<file path="config.mk">
export PLATFORM = sky130hd
export DESIGN_NAME = groupvarint_adjacency_decoder
export DESIGN_NICKNAME = d
export VERILOG_FILES = /design/src/design/gvad_pkg.sv /design/src/design/gvad_regs.sv /design/src/design/gvad_perm_ram.sv /design/src/design/gvad_parse.sv /design/src/design/groupvarint_adjacency_decoder.sv
export SDC_FILE = /design/constraint.sdc
export NUM_CORES = 2
export LEC_CHECK = 0
export BUFFER_PORTS_ARGS = -buffer_cell sky130_fd_sc_hd__buf_2
export CORE_UTILIZATION = 45
export DETAILED_ROUTE_END_ITERATION = 16
export PLACE_DENSITY = 0.63
export SLEW_MARGIN = 0
export SYNTH_ARGS = -nofsm -noshare
export SYNTH_HDL_FRONTEND = slang
export SYNTH_SLANG_ARGS = --single-unit
export TNS_END_PERCENT = 20
</file>
<file path="constraint.sdc">
create_clock -name clk -period 18.6 [get_ports clk]
set_input_delay 3.72 -clock clk [delete_from_list [all_inputs] [get_ports clk]]
set_output_delay 3.72 -clock clk [all_outputs]
set_load 0.01 [all_outputs]
</file>
<file path="src/design/gvad_pkg.sv">
// gvad_pkg: shared types and constants of the group-varint adjacency decoder
// no dependencies; imported by gvad_parse, gvad_perm_ram and the top level
`timescale 1ns / 1ps
`default_nettype none

package gvad_pkg;

	localparam int unsigned MAX_DEGREE = 255;
	localparam int unsigned PERM_DEPTH = 256;
	localparam int unsigned PERM_AW = $clog2(PERM_DEPTH);

	typedef enum logic [2:0] {
		ST_VALUE    = 3'd0,
		ST_EMPTY    = 3'd1,
		ST_TRUNC    = 3'd2,
		ST_TRAIL    = 3'd3,
		ST_OVERFLOW = 3'd4,
		ST_BADPERM  = 3'd5
	} status_t;

	typedef struct packed {
		logic [31:0] neighbor;
		logic [7:0]  slot;
		logic        last;
		status_t     status;
	} result_t;

	typedef struct packed {
		logic               en;
		logic [PERM_AW-1:0] addr;
		logic [7:0]         data;
	} ram_wr_t;

	typedef struct packed {
		logic [PERM_AW-1:0] addr0;
		logic [PERM_AW-1:0] addr1;
	} ram_rd_t;

	// number of bits needed to hold v
	function automatic logic [3:0] bit_width8(input logic [7:0] v);
		logic [3:0] n;
		n = '0;
		for (int i = 0; i < 8; i++) begin
			if (v[i]) begin
				n = 4'(i + 1);
			end
		end
		return n;
	endfunction

endpackage

`default_nettype wire

</file>
<file path="src/design/gvad_regs.sv">
// gvad_regs: APB-style configuration register (preserve_order)
// standalone; no package dependency
`timescale 1ns / 1ps
`default_nettype none

module gvad_regs (
	input  logic        clk,
	input  logic        arst_n,
	input  logic        psel,
	input  logic        penable,
	input  logic        pwrite,
	input  logic [2:0]  paddr,
	input  logic [31:0] pwdata,
	output logic [31:0] prdata,
	output logic        preserve_order
);

	localparam logic [2:0] ADDR_PRESERVE_ORDER = 3'd0;

	logic hit;
	logic preserve_order_q;

	assign hit = (paddr == ADDR_PRESERVE_ORDER);

	always_ff @(posedge clk or negedge arst_n) begin
		if (!arst_n) begin
			preserve_order_q <= 1'b0;
		end else if (psel && penable && pwrite && hit) begin
			preserve_order_q <= pwdata[0];
		end
	end

	assign prdata = hit ? {31'd0, preserve_order_q} : 32'd0;
	assign preserve_order = preserve_order_q;

endmodule

`default_nettype wire

</file>
<file path="src/design/gvad_perm_ram.sv">
// gvad_perm_ram: packed permutation store, one write port, two registered read ports
// depends on gvad_pkg for depth and port structs
`timescale 1ns / 1ps
`default_nettype none

module gvad_perm_ram (
	input  logic              clk,
	input  gvad_pkg::ram_wr_t wr,
	input  gvad_pkg::ram_rd_t rd,
	output logic [7:0]        rdata0,
	output logic [7:0]        rdata1
);

	import gvad_pkg::*;

	logic [7:0] mem [PERM_DEPTH];

	always_ff @(posedge clk) begin
		if (wr.en) begin
			mem[wr.addr] <= wr.data;
		end
		rdata0 <= mem[rd.addr0];
		rdata1 <= mem[rd.addr1];
	end

endmodule

`default_nettype wire

</file>
<file path="src/design/gvad_parse.sv">
// gvad_parse: record parser state, group-varint delta decode, slot checks
// depends on gvad_pkg; reads the permutation through gvad_perm_ram
`timescale 1ns / 1ps
`default_nettype none

module gvad_parse (
	input  logic              clk,
	input  logic              arst_n,
	input  logic              fire,
	input  logic [7:0]        rec_byte,
	input  logic              rec_end,
	input  logic              preserve_order,
	input  logic [7:0]        ram_rdata0,
	input  logic [7:0]        ram_rdata1,
	output logic              res_valid,
	output gvad_pkg::result_t res,
	output gvad_pkg::ram_wr_t ram_wr,
	output gvad_pkg::ram_rd_t ram_rd
);

	import gvad_pkg::*;

	typedef enum logic [5:0] {
		PH_DEGREE = 6'b000001,
		PH_PERM   = 6'b000010,
		PH_TAG    = 6'b000100,
		PH_VALUE  = 6'b001000,
		PH_DONE   = 6'b010000,
		PH_SKIP   = 6'b100000
	} phase_t;

	phase_t       phase_q, phase_d;
	logic [7:0]   degree_q, degree_d;
	logic [3:0]   sbits_q, sbits_d;
	logic [7:0]   psize_q, psize_d;
	logic [7:0]   pleft_q, pleft_d;
	logic [7:0]   vidx_q, vidx_d;
	logic [7:0]   tag_q, tag_d;
	logic [1:0]   biv_q, biv_d;
	logic [31:0]  pdelta_q, pdelta_d;
	logic [31:0]  run_q, run_d;
	logic [255:0] seen_q, seen_d;
	logic [2:0]   sh_q;
	logic         hi_ok_q;

	logic         do_fail;
	status_t      fail_st;
	logic         wr_req;
	logic [3:0]   bw;
	logic [7:0]   size;
	logic [1:0]   wfield;
	logic [31:0]  pd_new;
	logic [32:0]  sum33;
	logic [31:0]  nb;
	logic [7:0]   sl;
	logic [7:0]   vidx_inc;
	logic [15:0]  packed_pair;
	logic [15:0]  slot_mask;
	logic [7:0]   slot_mem;

	// read-side address: follows the state the next byte will see
	logic [7:0]   vidx_sel;
	logic [3:0]   sbits_sel;
	logic [7:0]   psize_sel;
	logic [10:0]  bit_pos;

	assign vidx_sel  = fire ? vidx_d : vidx_q;
	assign sbits_sel = fire ? sbits_d : sbits_q;
	assign psize_sel = fire ? psize_d : psize_q;
	assign bit_pos   = 11'({3'd0, vidx_sel} * {7'd0, sbits_sel});
	assign ram_rd.addr0 = bit_pos[10:3];
	assign ram_rd.addr1 = bit_pos[10:3] + 8'd1;

	assign packed_pair = {hi_ok_q ? ram_rdata1 : 8'h00, ram_rdata0} >> sh_q;
	assign slot_mask   = (16'd1 << sbits_q) - 16'd1;
	assign slot_mem    = 8'(packed_pair & slot_mask);

	assign bw   = bit_width8(rec_byte - 8'd1);
	assign size = 8'((12'(rec_byte) * 12'(bw) + 12'd7) >> 3);

	always_comb begin
		phase_d  = phase_q;
		degree_d = degree_q;
		sbits_d  = sbits_q;
		psize_d  = psize_q;
		pleft_d  = pleft_q;
		vidx_d   = vidx_q;
		tag_d    = tag_q;
		biv_d    = biv_q;
		pdelta_d = pdelta_q;
		run_d    = run_q;
		seen_d   = seen_q;
		do_fail  = 1'b0;
		fail_st  = ST_TRUNC;
		wr_req   = 1'b0;
		res_valid = 1'b0;
		res      = '0;
		wfield   = tag_q[{vidx_q[1:0], 1'b0} +: 2];
		pd_new   = pdelta_q | (32'(rec_byte) << {biv_q, 3'b000});
		sum33    = {1'b0, run_q} + {1'b0, pd_new};
		nb       = (vidx_q == 8'd0) ? pd_new : sum33[31:0];
		sl       = (sbits_q != 4'd0) ? slot_mem : vidx_q;
		vidx_inc = vidx_q + 8'd1;

		unique case (phase_q)
			PH_DEGREE: begin
				degree_d = rec_byte;
				seen_d   = '0;
				vidx_d   = '0;
				run_d    = '0;
				tag_d    = '0;
				biv_d    = '0;
				pdelta_d = '0;
				sbits_d  = '0;
				pleft_d  = '0;
				psize_d  = '0;
				if ({1'b0, rec_byte} > 9'(MAX_DEGREE)) begin
					do_fail = 1'b1;
					fail_st = ST_BADPERM;
				end else if (rec_byte == 8'd0) begin
					if (rec_end) begin
						res_valid  = 1'b1;
						res.last   = 1'b1;
						res.status = ST_EMPTY;
					end else begin
						phase_d = PH_DONE;
					end
				end else begin
					if (preserve_order && rec_byte >= 8'd2) begin
						sbits_d = bw;
						psize_d = size;
						pleft_d = size;
						phase_d = PH_PERM;
					end else begin
						phase_d = PH_TAG;
					end
					do_fail = rec_end;
				end
			end
			PH_PERM: begin
				wr_req  = 1'b1;
				pleft_d = pleft_q - 8'd1;
				if (pleft_q == 8'd1) begin
					phase_d = PH_TAG;
				end
				do_fail = rec_end;
			end
			PH_TAG: begin
				tag_d    = rec_byte;
				biv_d    = '0;
				pdelta_d = '0;
				phase_d  = PH_VALUE;
				do_fail  = rec_end;
			end
			PH_VALUE: begin
				if (biv_q != wfield) begin
					biv_d    = biv_q + 2'd1;
					pdelta_d = pd_new;
					do_fail  = rec_end;
				end else begin
					biv_d    = '0;
					pdelta_d = '0;
					// a carry out of a later delta means the neighbor wrapped
					if (vidx_q != 8'd0 && sum33[32]) begin
						do_fail = 1'b1;
						fail_st = ST_OVERFLOW;
					end else begin
						run_d = nb;
						if (sl >= degree_q || seen_q[sl]) begin
							do_fail = 1'b1;
							fail_st = ST_BADPERM;
						end else begin
							seen_d[sl] = 1'b1;
							vidx_d     = vidx_inc;
							if (vidx_inc >= degree_q) begin
								phase_d      = rec_end ? PH_DEGREE : PH_DONE;
								res_valid    = 1'b1;
								res.neighbor = nb;
								res.slot     = sl;
								res.last     = rec_end;
								res.status   = ST_VALUE;
							end else if (rec_end) begin
								do_fail = 1'b1;
							end else begin
								phase_d      = (vidx_inc[1:0] == 2'd0) ? PH_TAG : PH_VALUE;
								res_valid    = 1'b1;
								res.neighbor = nb;
								res.slot     = sl;
								res.status   = ST_VALUE;
							end
						end
					end
				end
			end
			PH_DONE: begin
				do_fail = 1'b1;
				fail_st = ST_TRAIL;
			end
			PH_SKIP: begin
				if (rec_end) begin
					phase_d = PH_DEGREE;
				end
			end
			default: begin
				phase_d = PH_DEGREE;
			end
		endcase

		// error beat ends the record now or swallows the rest of it
		if (do_fail) begin
			res_valid  = 1'b1;
			res        = '0;
			res.last   = 1'b1;
			res.status = fail_st;
			phase_d    = rec_end ? PH_DEGREE : PH_SKIP;
		end

		ram_wr.en   = fire && wr_req;
		ram_wr.addr = psize_q - pleft_q;
		ram_wr.data = rec_byte;
	end

	always_ff @(posedge clk or negedge arst_n) begin
		if (!arst_n) begin
			phase_q  <= PH_DEGREE;
			degree_q <= '0;
			sbits_q  <= '0;
			psize_q  <= '0;
			pleft_q  <= '0;
			vidx_q   <= '0;
			tag_q    <= '0;
			biv_q    <= '0;
			pdelta_q <= '0;
			run_q    <= '0;
			seen_q   <= '0;
		end else if (fire) begin
			phase_q  <= phase_d;
			degree_q <= degree_d;
			sbits_q  <= sbits_d;
			psize_q  <= psize_d;
			pleft_q  <= pleft_d;
			vidx_q   <= vidx_d;
			tag_q    <= tag_d;
			biv_q    <= biv_d;
			pdelta_q <= pdelta_d;
			run_q    <= run_d;
			seen_q   <= seen_d;
		end
	end

	// alignment of the slot entry inside the two fetched bytes
	always_ff @(posedge clk or negedge arst_n) begin
		if (!arst_n) begin
			sh_q    <= '0;
			hi_ok_q <= 1'b0;
		end else begin
			sh_q    <= bit_pos[2:0];
			hi_ok_q <= ({1'b0, bit_pos[10:3]} + 9'd1) < {1'b0, psize_sel};
		end
	end

endmodule

`default_nettype wire

</file>
<file path="src/design/groupvarint_adjacency_decoder.sv">
// Group-varint adjacency record decoder.
// Input channel (in_valid/in_ready): one beat per record byte, record_end on the
// final byte. The first byte is the degree; preserve_order set and a degree of 2
// or more add a packed permutation; then tag bytes and little-endian deltas.
// Output channel (out_valid/out_ready): one beat per decoded neighbor with its
// slot, a last mark and a status; errors give a single beat with last set and
// the rest of the record is dropped up to its final byte.
// A byte waits in the input register, its result beat in the result register.
// Throughput: one byte per cycle unless stalled, set by the byte-wide parser
// step and the two-port permutation store, whose next slot is fetched while a
// byte is parsed.
// A byte may enter while a result beat waits: the input register and result
// register decouple the sides; a held result stalls only bytes that make a beat.
// Reset: parser expects a degree byte, both registers are empty, preserve_order
// is 0. Configuration is an APB-style register at address 0 (bit 0), pready is
// always high; write it only while no record is in flight.
`timescale 1ns / 1ps
`default_nettype none

module groupvarint_adjacency_decoder (
	input  logic        clk,
	input  logic        arst_n,
	input  logic        psel,
	input  logic        penable,
	input  logic        pwrite,
	input  logic [2:0]  paddr,
	input  logic [31:0] pwdata,
	output logic [31:0] prdata,
	output logic        pready,
	input  logic        in_valid,
	output logic        in_ready,
	input  logic [7:0]  record_byte,
	input  logic        record_end,
	output logic        out_valid,
	input  logic        out_ready,
	output logic [31:0] neighbor,
	output logic [7:0]  slot,
	output logic        last,
	output logic [2:0]  status
);

	import gvad_pkg::*;

	logic       preserve_order;
	logic       valid_s1;
	logic [7:0] byte_s1;
	logic       end_s1;
	logic       valid_s2;
	result_t    res_s2;
	logic       fire;
	logic       res_valid;
	result_t    res;
	ram_wr_t    ram_wr;
	ram_rd_t    ram_rd;
	logic [7:0] ram_rdata0;
	logic [7:0] ram_rdata1;

	gvad_regs u_regs (
		.clk            (clk),
		.arst_n         (arst_n),
		.psel           (psel),
		.penable        (penable),
		.pwrite         (pwrite),
		.paddr          (paddr),
		.pwdata         (pwdata),
		.prdata         (prdata),
		.preserve_order (preserve_order)
	);

	assign pready = 1'b1;

	// a byte moves on unless it makes a beat and the result register is stuck
	assign fire     = valid_s1 && (!res_valid || !valid_s2 || out_ready);
	assign in_ready = !valid_s1 || fire;

	gvad_parse u_parse (
		.clk            (clk),
		.arst_n         (arst_n),
		.fire           (fire),
		.rec_byte       (byte_s1),
		.rec_end        (end_s1),
		.preserve_order (preserve_order),
		.ram_rdata0     (ram_rdata0),
		.ram_rdata1     (ram_rdata1),
		.res_valid      (res_valid),
		.res            (res),
		.ram_wr         (ram_wr),
		.ram_rd         (ram_rd)
	);

	gvad_perm_ram u_perm_ram (
		.clk    (clk),
		.wr     (ram_wr),
		.rd     (ram_rd),
		.rdata0 (ram_rdata0),
		.rdata1 (ram_rdata1)
	);

	always_ff @(posedge clk or negedge arst_n) begin
		if (!arst_n) begin
			valid_s1 <= 1'b0;
			valid_s2 <= 1'b0;
		end else begin
			valid_s1 <= (in_valid && in_ready) || (valid_s1 && !fire);
			valid_s2 <= (fire && res_valid) || (valid_s2 && !out_ready);
		end
	end

	always_ff @(posedge clk) begin
		if (in_valid && in_ready) begin
			byte_s1 <= record_byte;
			end_s1  <= record_end;
		end
		if (fire && res_valid) begin
			res_s2 <= res;
		end
	end

	assign out_valid = valid_s2;
	assign neighbor  = res_s2.neighbor;
	assign slot      = res_s2.slot;
	assign last      = res_s2.last;
	assign status    = res_s2.status;

`ifndef SYNTH
	a_error_beat_zeroed: assert property (@(posedge clk) disable iff (!arst_n)
		out_valid && status != ST_VALUE |-> neighbor == 32'd0 && slot == 8'd0 && last)
		else $error("error beat carries payload or lacks last");

	a_s1_held_on_stall: assert property (@(posedge clk) disable iff (!arst_n)
		valid_s1 && !fire |=> valid_s1 && $stable(byte_s1) && $stable(end_s1))
		else $error("input register lost a byte while stalled");

	a_value_last_on_end: assert property (@(posedge clk) disable iff (!arst_n)
		fire && res_valid && res.status == ST_VALUE && res.last |-> end_s1)
		else $error("value beat marked last without record end");
`endif

endmodule

`default_nettype wire
</file>
Yosys cells after proc, flatten, opt, wreduce, memory -nomap -nowiden

Memory sizes are Yosys's and may differ from the RTL's. A register that Yosys moved wholly into a read port is not among the register bits.
Cells that the tools add are included.

Logic and storage cells: 200
Memories kept: 1
Output and inout port bits: 79
Register bits after elaboration: 432
Bits in writable memories: 2,048

Reduce and logical (&&, ||, !) cells: 43
Shift-type cells: 4
$add $sub $neg: 10
$lt $le $gt $ge: 6
Equal/unequal tests: 19
Mux-type cells: 89
Bitwise logic cells: 4
Multiply operators: 2

Memory list:

| name           | words | width | read ports | clocked after Yosys merged registers in | wr ports | RTL line            | RTL |
|---|---|---|---|---|---|---|---|
| u_perm_ram.mem | 256   | 8     | 2          | 2                                       | 1        | gvad_perm_ram.sv:16 | `logic [7:0] mem [PERM_DEPTH];` |

Operators with widths:

| cell                | count |
|---|---|
| $mux 256            | 3 |
| $pmux 256 s2        | 1 |
| $or 256x256->256    | 1 |
| $mux 44             | 3 |
| $mux 32             | 4 |
| $pmux 32 s2         | 2 |
| $mux 40             | 2 |
| $mux 8              | 10 |
| $mux 6              | 11 |
| $mux 4              | 14 |
| $pmux 8 s2          | 3 |
| $pmux 6 s6          | 1 |
| $add 32x32->33      | 1 |
| $or 32x32->32       | 1 |
| $shl 8x5->32        | 1 |
| $sub 8x1->8 const B | 3 |
| $mul 8x4->11        | 2 |
| $mux 1              | 21 |
| $add 8x1->8 const B | 2 |
| $ge 8x8->1          | 2 |
| $logic_not 8->1     | 2 |
| $shr 16x3->8        | 1 |
| $mux 3              | 5 |
| $logic_and 1x1->1   | 12 |
| other kinds (48)    | 69 |

Longest topological paths before layout

Depth after elaboration: 20
Mapped depth: 51

Cells and area by module

A second synthesis with hierarchy kept.

Cells, all modules: 7,490
Area total of the unflattened synthesis: 121,891.9 µm²

Modules (own cells, without submodules):

| module                        | cells an instance | area each (µm²) | instances |
|---|---|---|---|
| gvad_perm_ram                 | 4,847             | 96,973.0        | 1 |
| gvad_parse                    | 2,541             | 22,902.0        | 1 |
| groupvarint_adjacency_decoder | 65                | 1,720.4         | 1 |
| gvad_regs                     | 37                | 296.5           | 1 |

Least setup slack after synthesis

No wires, ideal clock.

Kind: register -> register
Start: register byte_s1[2]
End: register u_perm_ram.rdata1[4] (read register of u_perm_ram.mem)
Stages on the path, launching flop included: 41
Required time: 18.477 ns
Slack: 5.526 ns
Arrival time: 12.950 ns
Setup time: 0.123 ns
Cells stage by stage: edfxtp_1 clkbuf_1 clkbuf_1 a21oi_1 inv_1 ha_1 o21ai_0 o21bai_1 a21oi_1 o21ai_0 a31oi_1 a211oi_1 nor2_1 o21ai_0 o221ai_4 a31o_2 buf_2 nand3_2 [5 not listed] fa_1 fa_1 clkbuf_1 inv_1 clkbuf_1 clkbuf_1 clkbuf_1 ha_1 xnor2_1 clkbuf_1 clkbuf_1 buf_1 mux4_2 mux4_2 mux2i_1 o211ai_1 o21ai_0 mux2i_1

Word-level cells in the longest chain between the ends: 15

RTL lines:

| what                                     | RTL line                             | RTL |
|---|---|---|
| from (decl)                              | groupvarint_adjacency_decoder.sv:46  | `logic [7:0] byte_s1;` |
| from (signal assigned)                   | groupvarint_adjacency_decoder.sv:111 | `byte_s1 <= record_byte;` |
| $shl 8x5->32                             | gvad_parse.sv:99                     | `pd_new = pdelta_q \| (32'(rec_byte) << {biv_q, 3'b000});` |
| $or 32x32->32                            | gvad_parse.sv:99                     |  |
| $add 32x32->33                           | gvad_parse.sv:100                    | `sum33 = {1'b0, run_q} + {1'b0, pd_new};` |
| $logic_and 1x1->1                        | gvad_parse.sv:164                    | `if (vidx_q != 8'd0 && sum33[32]) begin` |
| $mux 1                                   | gvad_parse.sv:164                    |  |
| $mux 1                                   | gvad_parse.sv:156                    | `if (biv_q != wfield) begin` |
| $pmux 1 s4 or $pmux 1 s2 (tied branches) | gvad_parse.sv:105                    | `unique case (phase_q)` |
| $mux 1                                   | gvad_parse.sv:210                    | `if (do_fail) begin` |
| $logic_not 1->1                          | groupvarint_adjacency_decoder.sv:73  | `assign fire = valid_s1 && (!res_valid \|\| !valid_s2 \|\| out_ready);` |
| $logic_or 1x1->1 (2 in a row)            | groupvarint_adjacency_decoder.sv:73  |  |
| $logic_and 1x1->1                        | groupvarint_adjacency_decoder.sv:73  |  |
| $mux 8 (*)                               | -                                    |  |
| named net u_parse.vidx_sel[2]            | gvad_parse.sv:62                     | `logic [7:0] vidx_sel;` |
| $mul 8x4->11 (*)                         | gvad_parse.sv:70                     | `assign bit_pos = 11'({3'd0, vidx_sel} * {7'd0, sbits_sel});` |
| $add 8x1->8 (*)                          | gvad_parse.sv:72                     | `assign ram_rd.addr1 = bit_pos[10:3] + 8'd1;` |
| to (decl)                                | gvad_perm_ram.sv:11                  | `output logic [7:0] rdata1` |

Mark *: on every way through the listed nets, which the timed path passes. The rest lies on a longest branch.
A chain may end at the register's enable or synchronous reset.

Final worst setup path

Start: register u_parse.sh_q[0]
End: register u_perm_ram.rdata1[1] (read register of u_perm_ram.mem)

Word-level cells in the longest chain between the ends: 18

RTL lines:

| what                          | RTL line                            | RTL |
|---|---|---|
| from (decl)                   | gvad_parse.sv:43                    | `logic [2:0] sh_q;` |
| from (signal assigned)        | gvad_parse.sv:257                   | `sh_q <= bit_pos[2:0];` |
| $shr 16x3->8 (*)              | gvad_parse.sv:74                    | `assign packed_pair = {hi_ok_q ? ram_rdata1 : 8'h00, ram_rdata0} >> sh_q;` |
| $and 8x8->8 (*)               | gvad_parse.sv:76                    | `assign slot_mem = 8'(packed_pair & slot_mask);` |
| $mux 8 (*)                    | gvad_parse.sv:102                   | `sl = (sbits_q != 4'd0) ? slot_mem : vidx_q;` |
| $bmux 1 s8                    | gvad_parse.sv:169                   | `if (sl >= degree_q \|\| seen_q[sl]) begin` |
| $mux 1 (implied by the code)  | gvad_parse.sv:169                   |  |
| $logic_or 1x1->1 (*)          | gvad_parse.sv:169                   |  |
| $mux 1                        | gvad_parse.sv:169                   |  |
| $mux 1                        | gvad_parse.sv:164                   |  |
| [2 not listed]                | -                                   |  |
| $mux 1                        | gvad_parse.sv:210                   |  |
| $logic_not 1->1               | groupvarint_adjacency_decoder.sv:73 |  |
| $logic_or 1x1->1 (2 in a row) | groupvarint_adjacency_decoder.sv:73 |  |
| $logic_and 1x1->1             | groupvarint_adjacency_decoder.sv:73 |  |
| $mux 8 (*)                    | -                                   |  |
| named net u_parse.vidx_sel[2] | gvad_parse.sv:62                    |  |
| $mul 8x4->11 (*)              | gvad_parse.sv:70                    |  |
| $add 8x1->8 (*)               | gvad_parse.sv:72                    |  |

Mark *: on every way through the listed nets, which the timed path passes. The rest lies on a longest branch. The select of a mux whose other input is x is not followed.

==> flow_results.xml <==
<?xml version="1.0" encoding="UTF-8"?>
<metrics>
  <group name="setup_path">
    <metric name="worst-path-max-fanout" unit="">118</metric>
    <metric name="timing.setup.critical_path_class" unit="">register to register</metric>
    <metric name="critPathCaptureType" unit="">register</metric>
    <metric name="timing.rr.end" unit="">u_perm_ram.rdata1[1]</metric>
    <metric name="r2r_cell_count" unit="">30</metric>
    <metric name="timing.reg2reg.setup_slack" unit="ps">3720</metric>
    <metric name="critical_path.max_stage_delay" unit="ps">1290</metric>
    <metric name="timing.rr.start" unit="">u_parse.sh_q[0]</metric>
    <metric name="timing.critical_path.required" unit="ps">19330</metric>
    <metric name="crit_path_top_delay_cell" unit="">sky130_fd_sc_hd__fa_4</metric>
    <metric name="cp_common_cell" unit="">sky130_fd_sc_hd__mux4_2</metric>
    <metric name="crit_path_start_kind" unit="">register</metric>
    <metric name="cp_data_arrival_time" unit="ps">15610</metric>
  </group>
  <group name="min_path">
    <metric name="min_to" unit="">u_parse.pdelta_q[2]</metric>
    <metric name="min_delay_path_depth" unit="">2</metric>
    <metric name="holdCritStartpoint" unit="">u_parse.pdelta_q[2]</metric>
    <metric name="worstHoldPathType" unit="">register to register</metric>
  </group>
  <group name="clock_tree">
    <metric name="maximum_root_to_sink_buffer_count" unit="">4</metric>
    <metric name="worstSkewPairLatency" unit="ps">890</metric>
    <metric name="path_clk_slew" unit="ps">60</metric>
    <metric name="numCtsBuffers" unit="">280</metric>
    <metric name="cts_sinks" unit="">2495</metric>
    <metric name="cts.root.buffer_cell" unit="">sky130_fd_sc_hd__clkbuf_16</metric>
    <metric name="cts_resized" unit="">0</metric>
    <metric name="htree_levels" unit="">5</metric>
    <metric name="cts_hold_bufs" unit="">0</metric>
    <metric name="tritoncts_clock_tree" unit="">yes</metric>
    <metric name="postCtsSetupRepairBufs" unit="">0</metric>
  </group>
  <group name="cells_and_area">
    <metric name="layout.cells.most_common" unit="">sky130_fd_sc_hd__edfxtp_1</metric>
    <metric name="utilization" unit="">0.502</metric>
    <metric name="finalNetCount" unit="">6948</metric>
    <metric name="post_layout_nonfiller_instances" unit="">10374</metric>
    <metric name="final_layout_size_suffix_gt1_frac" unit="">0.275</metric>
    <metric name="final_cell_area" unit="sq um">130000</metric>
    <metric name="n_fill_cell" unit="">20897</metric>
    <metric name="final_cell_mix" unit="">sky130_fd_sc_hd__edfxtp_1, sky130_fd_sc_hd__mux4_2, sky130_fd_sc_hd__nor2_1</metric>
    <metric name="area.growth.synth_to_final" unit="%">10.8</metric>
  </group>
  <group name="sta">
    <metric name="fmax" unit="GHz">0.0672</metric>
    <metric name="final_max_slew_viol_count" unit="">0</metric>
    <metric name="clock-skew-final" unit="ps">78.1</metric>
    <metric name="worst_slack" unit="ps">3720</metric>
    <metric name="timing.final.crit_period" unit="ps">14880</metric>
    <metric name="worst_slew_margin_rel" unit="">0.0479</metric>
    <metric name="report.final.hold_viol_count" unit="">0</metric>
    <metric name="unrepaired_setup_endpoints_after_global_routing" unit="">no</metric>
    <metric name="setup_violations" unit="">0</metric>
    <metric name="period_share" unit="">0.800</metric>
    <metric name="hold_slack" unit="ps">476</metric>
    <metric name="fin_tns_setup" unit="ps">0</metric>
    <metric name="worst-slew-pin-transition" unit="ps">1430</metric>
  </group>
  <group name="placement">
    <metric name="placed_cell_area" unit="sq um">122000</metric>
    <metric name="placement.io_buffers" unit="">66</metric>
    <metric name="global_placer_s_final_weighted_congestion" unit="">0.837</metric>
    <metric name="dp.cells" unit="">9885</metric>
    <metric name="dp_hpwl" unit="mm">195</metric>
    <metric name="placement.setup.worst_slack" unit="ps">3850</metric>
  </group>
  <group name="yosys">
    <metric name="synth-async-reset-ratio" unit="">0.152</metric>
    <metric name="syn_inst" unit="">6762</metric>
    <metric name="synth-edff-count" unit="">2101</metric>
    <metric name="syn-mean-instance-area" unit="sq um">17.4</metric>
    <metric name="synth_sequential_area_ratio" unit="">0.619</metric>
    <metric name="synth_warn" unit="">0</metric>
    <metric name="netlist_top_cells_area" unit="">sky130_fd_sc_hd__edfxtp_1, sky130_fd_sc_hd__mux4_2, sky130_fd_sc_hd__dfrtp_1</metric>
    <metric name="post-synth-top-area-fraction" unit="">0.536</metric>
    <metric name="synth.ff_latch_count" unit="">2495</metric>
    <metric name="netlist_area" unit="sq um">118000</metric>
    <metric name="yosysUniqueCellTypes" unit="">99</metric>
    <metric name="ys_flop_type" unit="">sky130_fd_sc_hd__edfxtp_1</metric>
    <metric name="synth_largest_area_cell" unit="">sky130_fd_sc_hd__edfxtp_1</metric>
  </group>
  <group name="route">
    <metric name="detail_route.first_pass.iterations" unit="">6</metric>
    <metric name="mean_routed_wirelength_per_cell" unit="um">31.2</metric>
    <metric name="remaining_drc_errors" unit="">0</metric>
    <metric name="totalWireLength" unit="mm">323</metric>
    <metric name="drc_marker_count_from_the_first_detailed_route_iteration" unit="">8120</metric>
    <metric name="route.detailed.vias_per_inst" unit="">6.43</metric>
    <metric name="detail-route-antenna-nets" unit="">0</metric>
    <metric name="route.vias.total" unit="">66700</metric>
  </group>
  <group name="power_and_ir_drop">
    <metric name="fin_total_pwr" unit="mW">14.2</metric>
    <metric name="power_density" unit="nW/um^2">109</metric>
    <metric name="vdd_ir_drop_max" unit="mV">0.156</metric>
    <metric name="p_leak" unit="nW">42.7</metric>
  </group>
  <group name="grt">
    <metric name="via_count_of_the_first_global_routing_pass" unit="">67371</metric>
    <metric name="grt_antenna_before_repair" unit="">8</metric>
    <metric name="grt_first_pass_wirelength" unit="mm">470</metric>
    <metric name="grt_overflow_total" unit="">0</metric>
    <metric name="groute.usage.overall" unit="">0.244</metric>
    <metric name="grt_start_max_net_pins" unit="">261</metric>
  </group>
  <group name="flow_run">
    <metric name="max_cap_viol_count" unit="">0</metric>
  </group>
  <group name="die">
    <metric name="start_util" unit="">0.453</metric>
    <metric name="die_height" unit="um">513</metric>
    <metric name="die_w" unit="um">513</metric>
    <metric name="fp.coreArea" unit="sq um">260000</metric>
    <metric name="std_cell_rows" unit="">187</metric>
    <metric name="top_level_ports" unit="">130</metric>
    <metric name="die_ar" unit="sq um">264000</metric>
  </group>
  <group name="outcome">
    <metric name="outcome" unit="">finished clean</metric>
  </group>
</metrics>
[worst max-delay path by stage]
stage                             from              endpoint  slack [ps]
CTS                 u_parse.sbits_q[0]  u_perm_ram.rdata1[6]        3790
global placement    u_parse.sbits_q[0]  u_perm_ram.rdata1[6]        3950
floorplan                   byte_s1[2]  u_perm_ram.rdata1[4]        5530
finish                 u_parse.sh_q[0]  u_perm_ram.rdata1[1]        3720
detailed placement  u_parse.sbits_q[0]  u_perm_ram.rdata1[4]        3850
global route           u_parse.sh_q[0]  u_perm_ram.rdata1[6]        3080
[kinds of logic after synthesis]
| kind of cell | synth area share |
|---|---|
| flip-flops | 0.619 |
| multiplexers | 0.250 |
| AND/OR/NAND/NOR | 0.0481 |
| AO/OA/AOI/OAI | 0.0397 |
| buffers and inverters | 0.0221 |
| adder cells (fa/ha/maj) | 0.0157 |
| XOR/XNOR | 0.00512 |
| other | 0.0000638 |
[metal layers]
metal | wire, um | share of wire | vias up | track usage
met4 | 13400 | 0.041 | 0 | 0.0968
met1 | 126000 | 0.39 | 35537 | 0.334
met5 | 0 | 0 | - | 0
met2 | 155000 | 0.48 | 3140 | 0.387
li1 | - | - | 27429 | -
met3 | 28100 | 0.087 | 594 | 0.0485
[power breakdown]
part           internal (mW)  total, mW  switching (mW)
registers               6.21       6.30          0.0865
logic                  0.668       2.54            1.87
clock network           3.09       5.34            2.25
[layout make-up]
| cell class | count | area (sq um) | share of cell area |
|---|---|---|---|
| multi-input combinational | 3664 | 42500 | 0.326 |
| sequential | 2495 | 72900 | 0.559 |
| timing repair buffer | 200 | 1570 | 0.0121 |
| antenna | 5 | 12.5 | 0.0000960 |
| tap | 3402 | 4260 | 0.0326 |
| inverter | 124 | 475 | 0.00365 |
| clock inverter | 121 | 1110 | 0.00855 |
| clock buffer | 363 | 7560 | 0.0580 |
[state kept, by name (all words and copies together), names as in the netlist, 6 cells and up]
| register | cells |
|---|---|
| u_parse.pleft_q | 8 |
| byte_s1 | 8 |
| u_perm_ram.mem | 2048 |
| u_parse.degree_q | 8 |
| u_perm_ram.rdata0 | 8 |
| u_parse.tag_q | 8 |
| u_parse.phase_q | 6 |
| u_parse.psize_q | 8 |
| u_perm_ram.rdata1 | 7 |
| u_parse.run_q | 32 |
| slot | 8 |
| neighbor | 32 |
| u_parse.pdelta_q | 32 |
| u_parse.seen_q | 256 |
| u_parse.vidx_q | 8 |
[critical path, delay by kind of cell, from the launching register on]
family | cells | cell delay (ps)
buffers and inverters | 6 | 3300
AOI/OAI and AO/OA | 7 | 3040
muxes | 6 | 2690
adders and majority gates | 4 | 2670
and+or+nand+nor | 6 | 1640
DFF | 1 | 820
xor gates and xnor gates | 1 | 210
[cells in the mapped netlist, types with 40 or more instances]
cell                          n
sky130_fd_sc_hd__a21o_1      40
sky130_fd_sc_hd__a21oi_1    401
sky130_fd_sc_hd__buf_1       69
sky130_fd_sc_hd__clkbuf_1   368
sky130_fd_sc_hd__dfrtp_1    378
sky130_fd_sc_hd__edfxtp_1  2101
sky130_fd_sc_hd__ha_1       106
sky130_fd_sc_hd__inv_1      119
sky130_fd_sc_hd__mux2i_1     64
sky130_fd_sc_hd__mux4_2    1276
sky130_fd_sc_hd__nand2_1    385
sky130_fd_sc_hd__nand3_1     87
sky130_fd_sc_hd__nor2_1     649
sky130_fd_sc_hd__nor3_1      42
sky130_fd_sc_hd__o21ai_0     86
sky130_fd_sc_hd__o31ai_1     44
sky130_fd_sc_hd__xnor2_1     48
(Power assumes the default switching activity.)
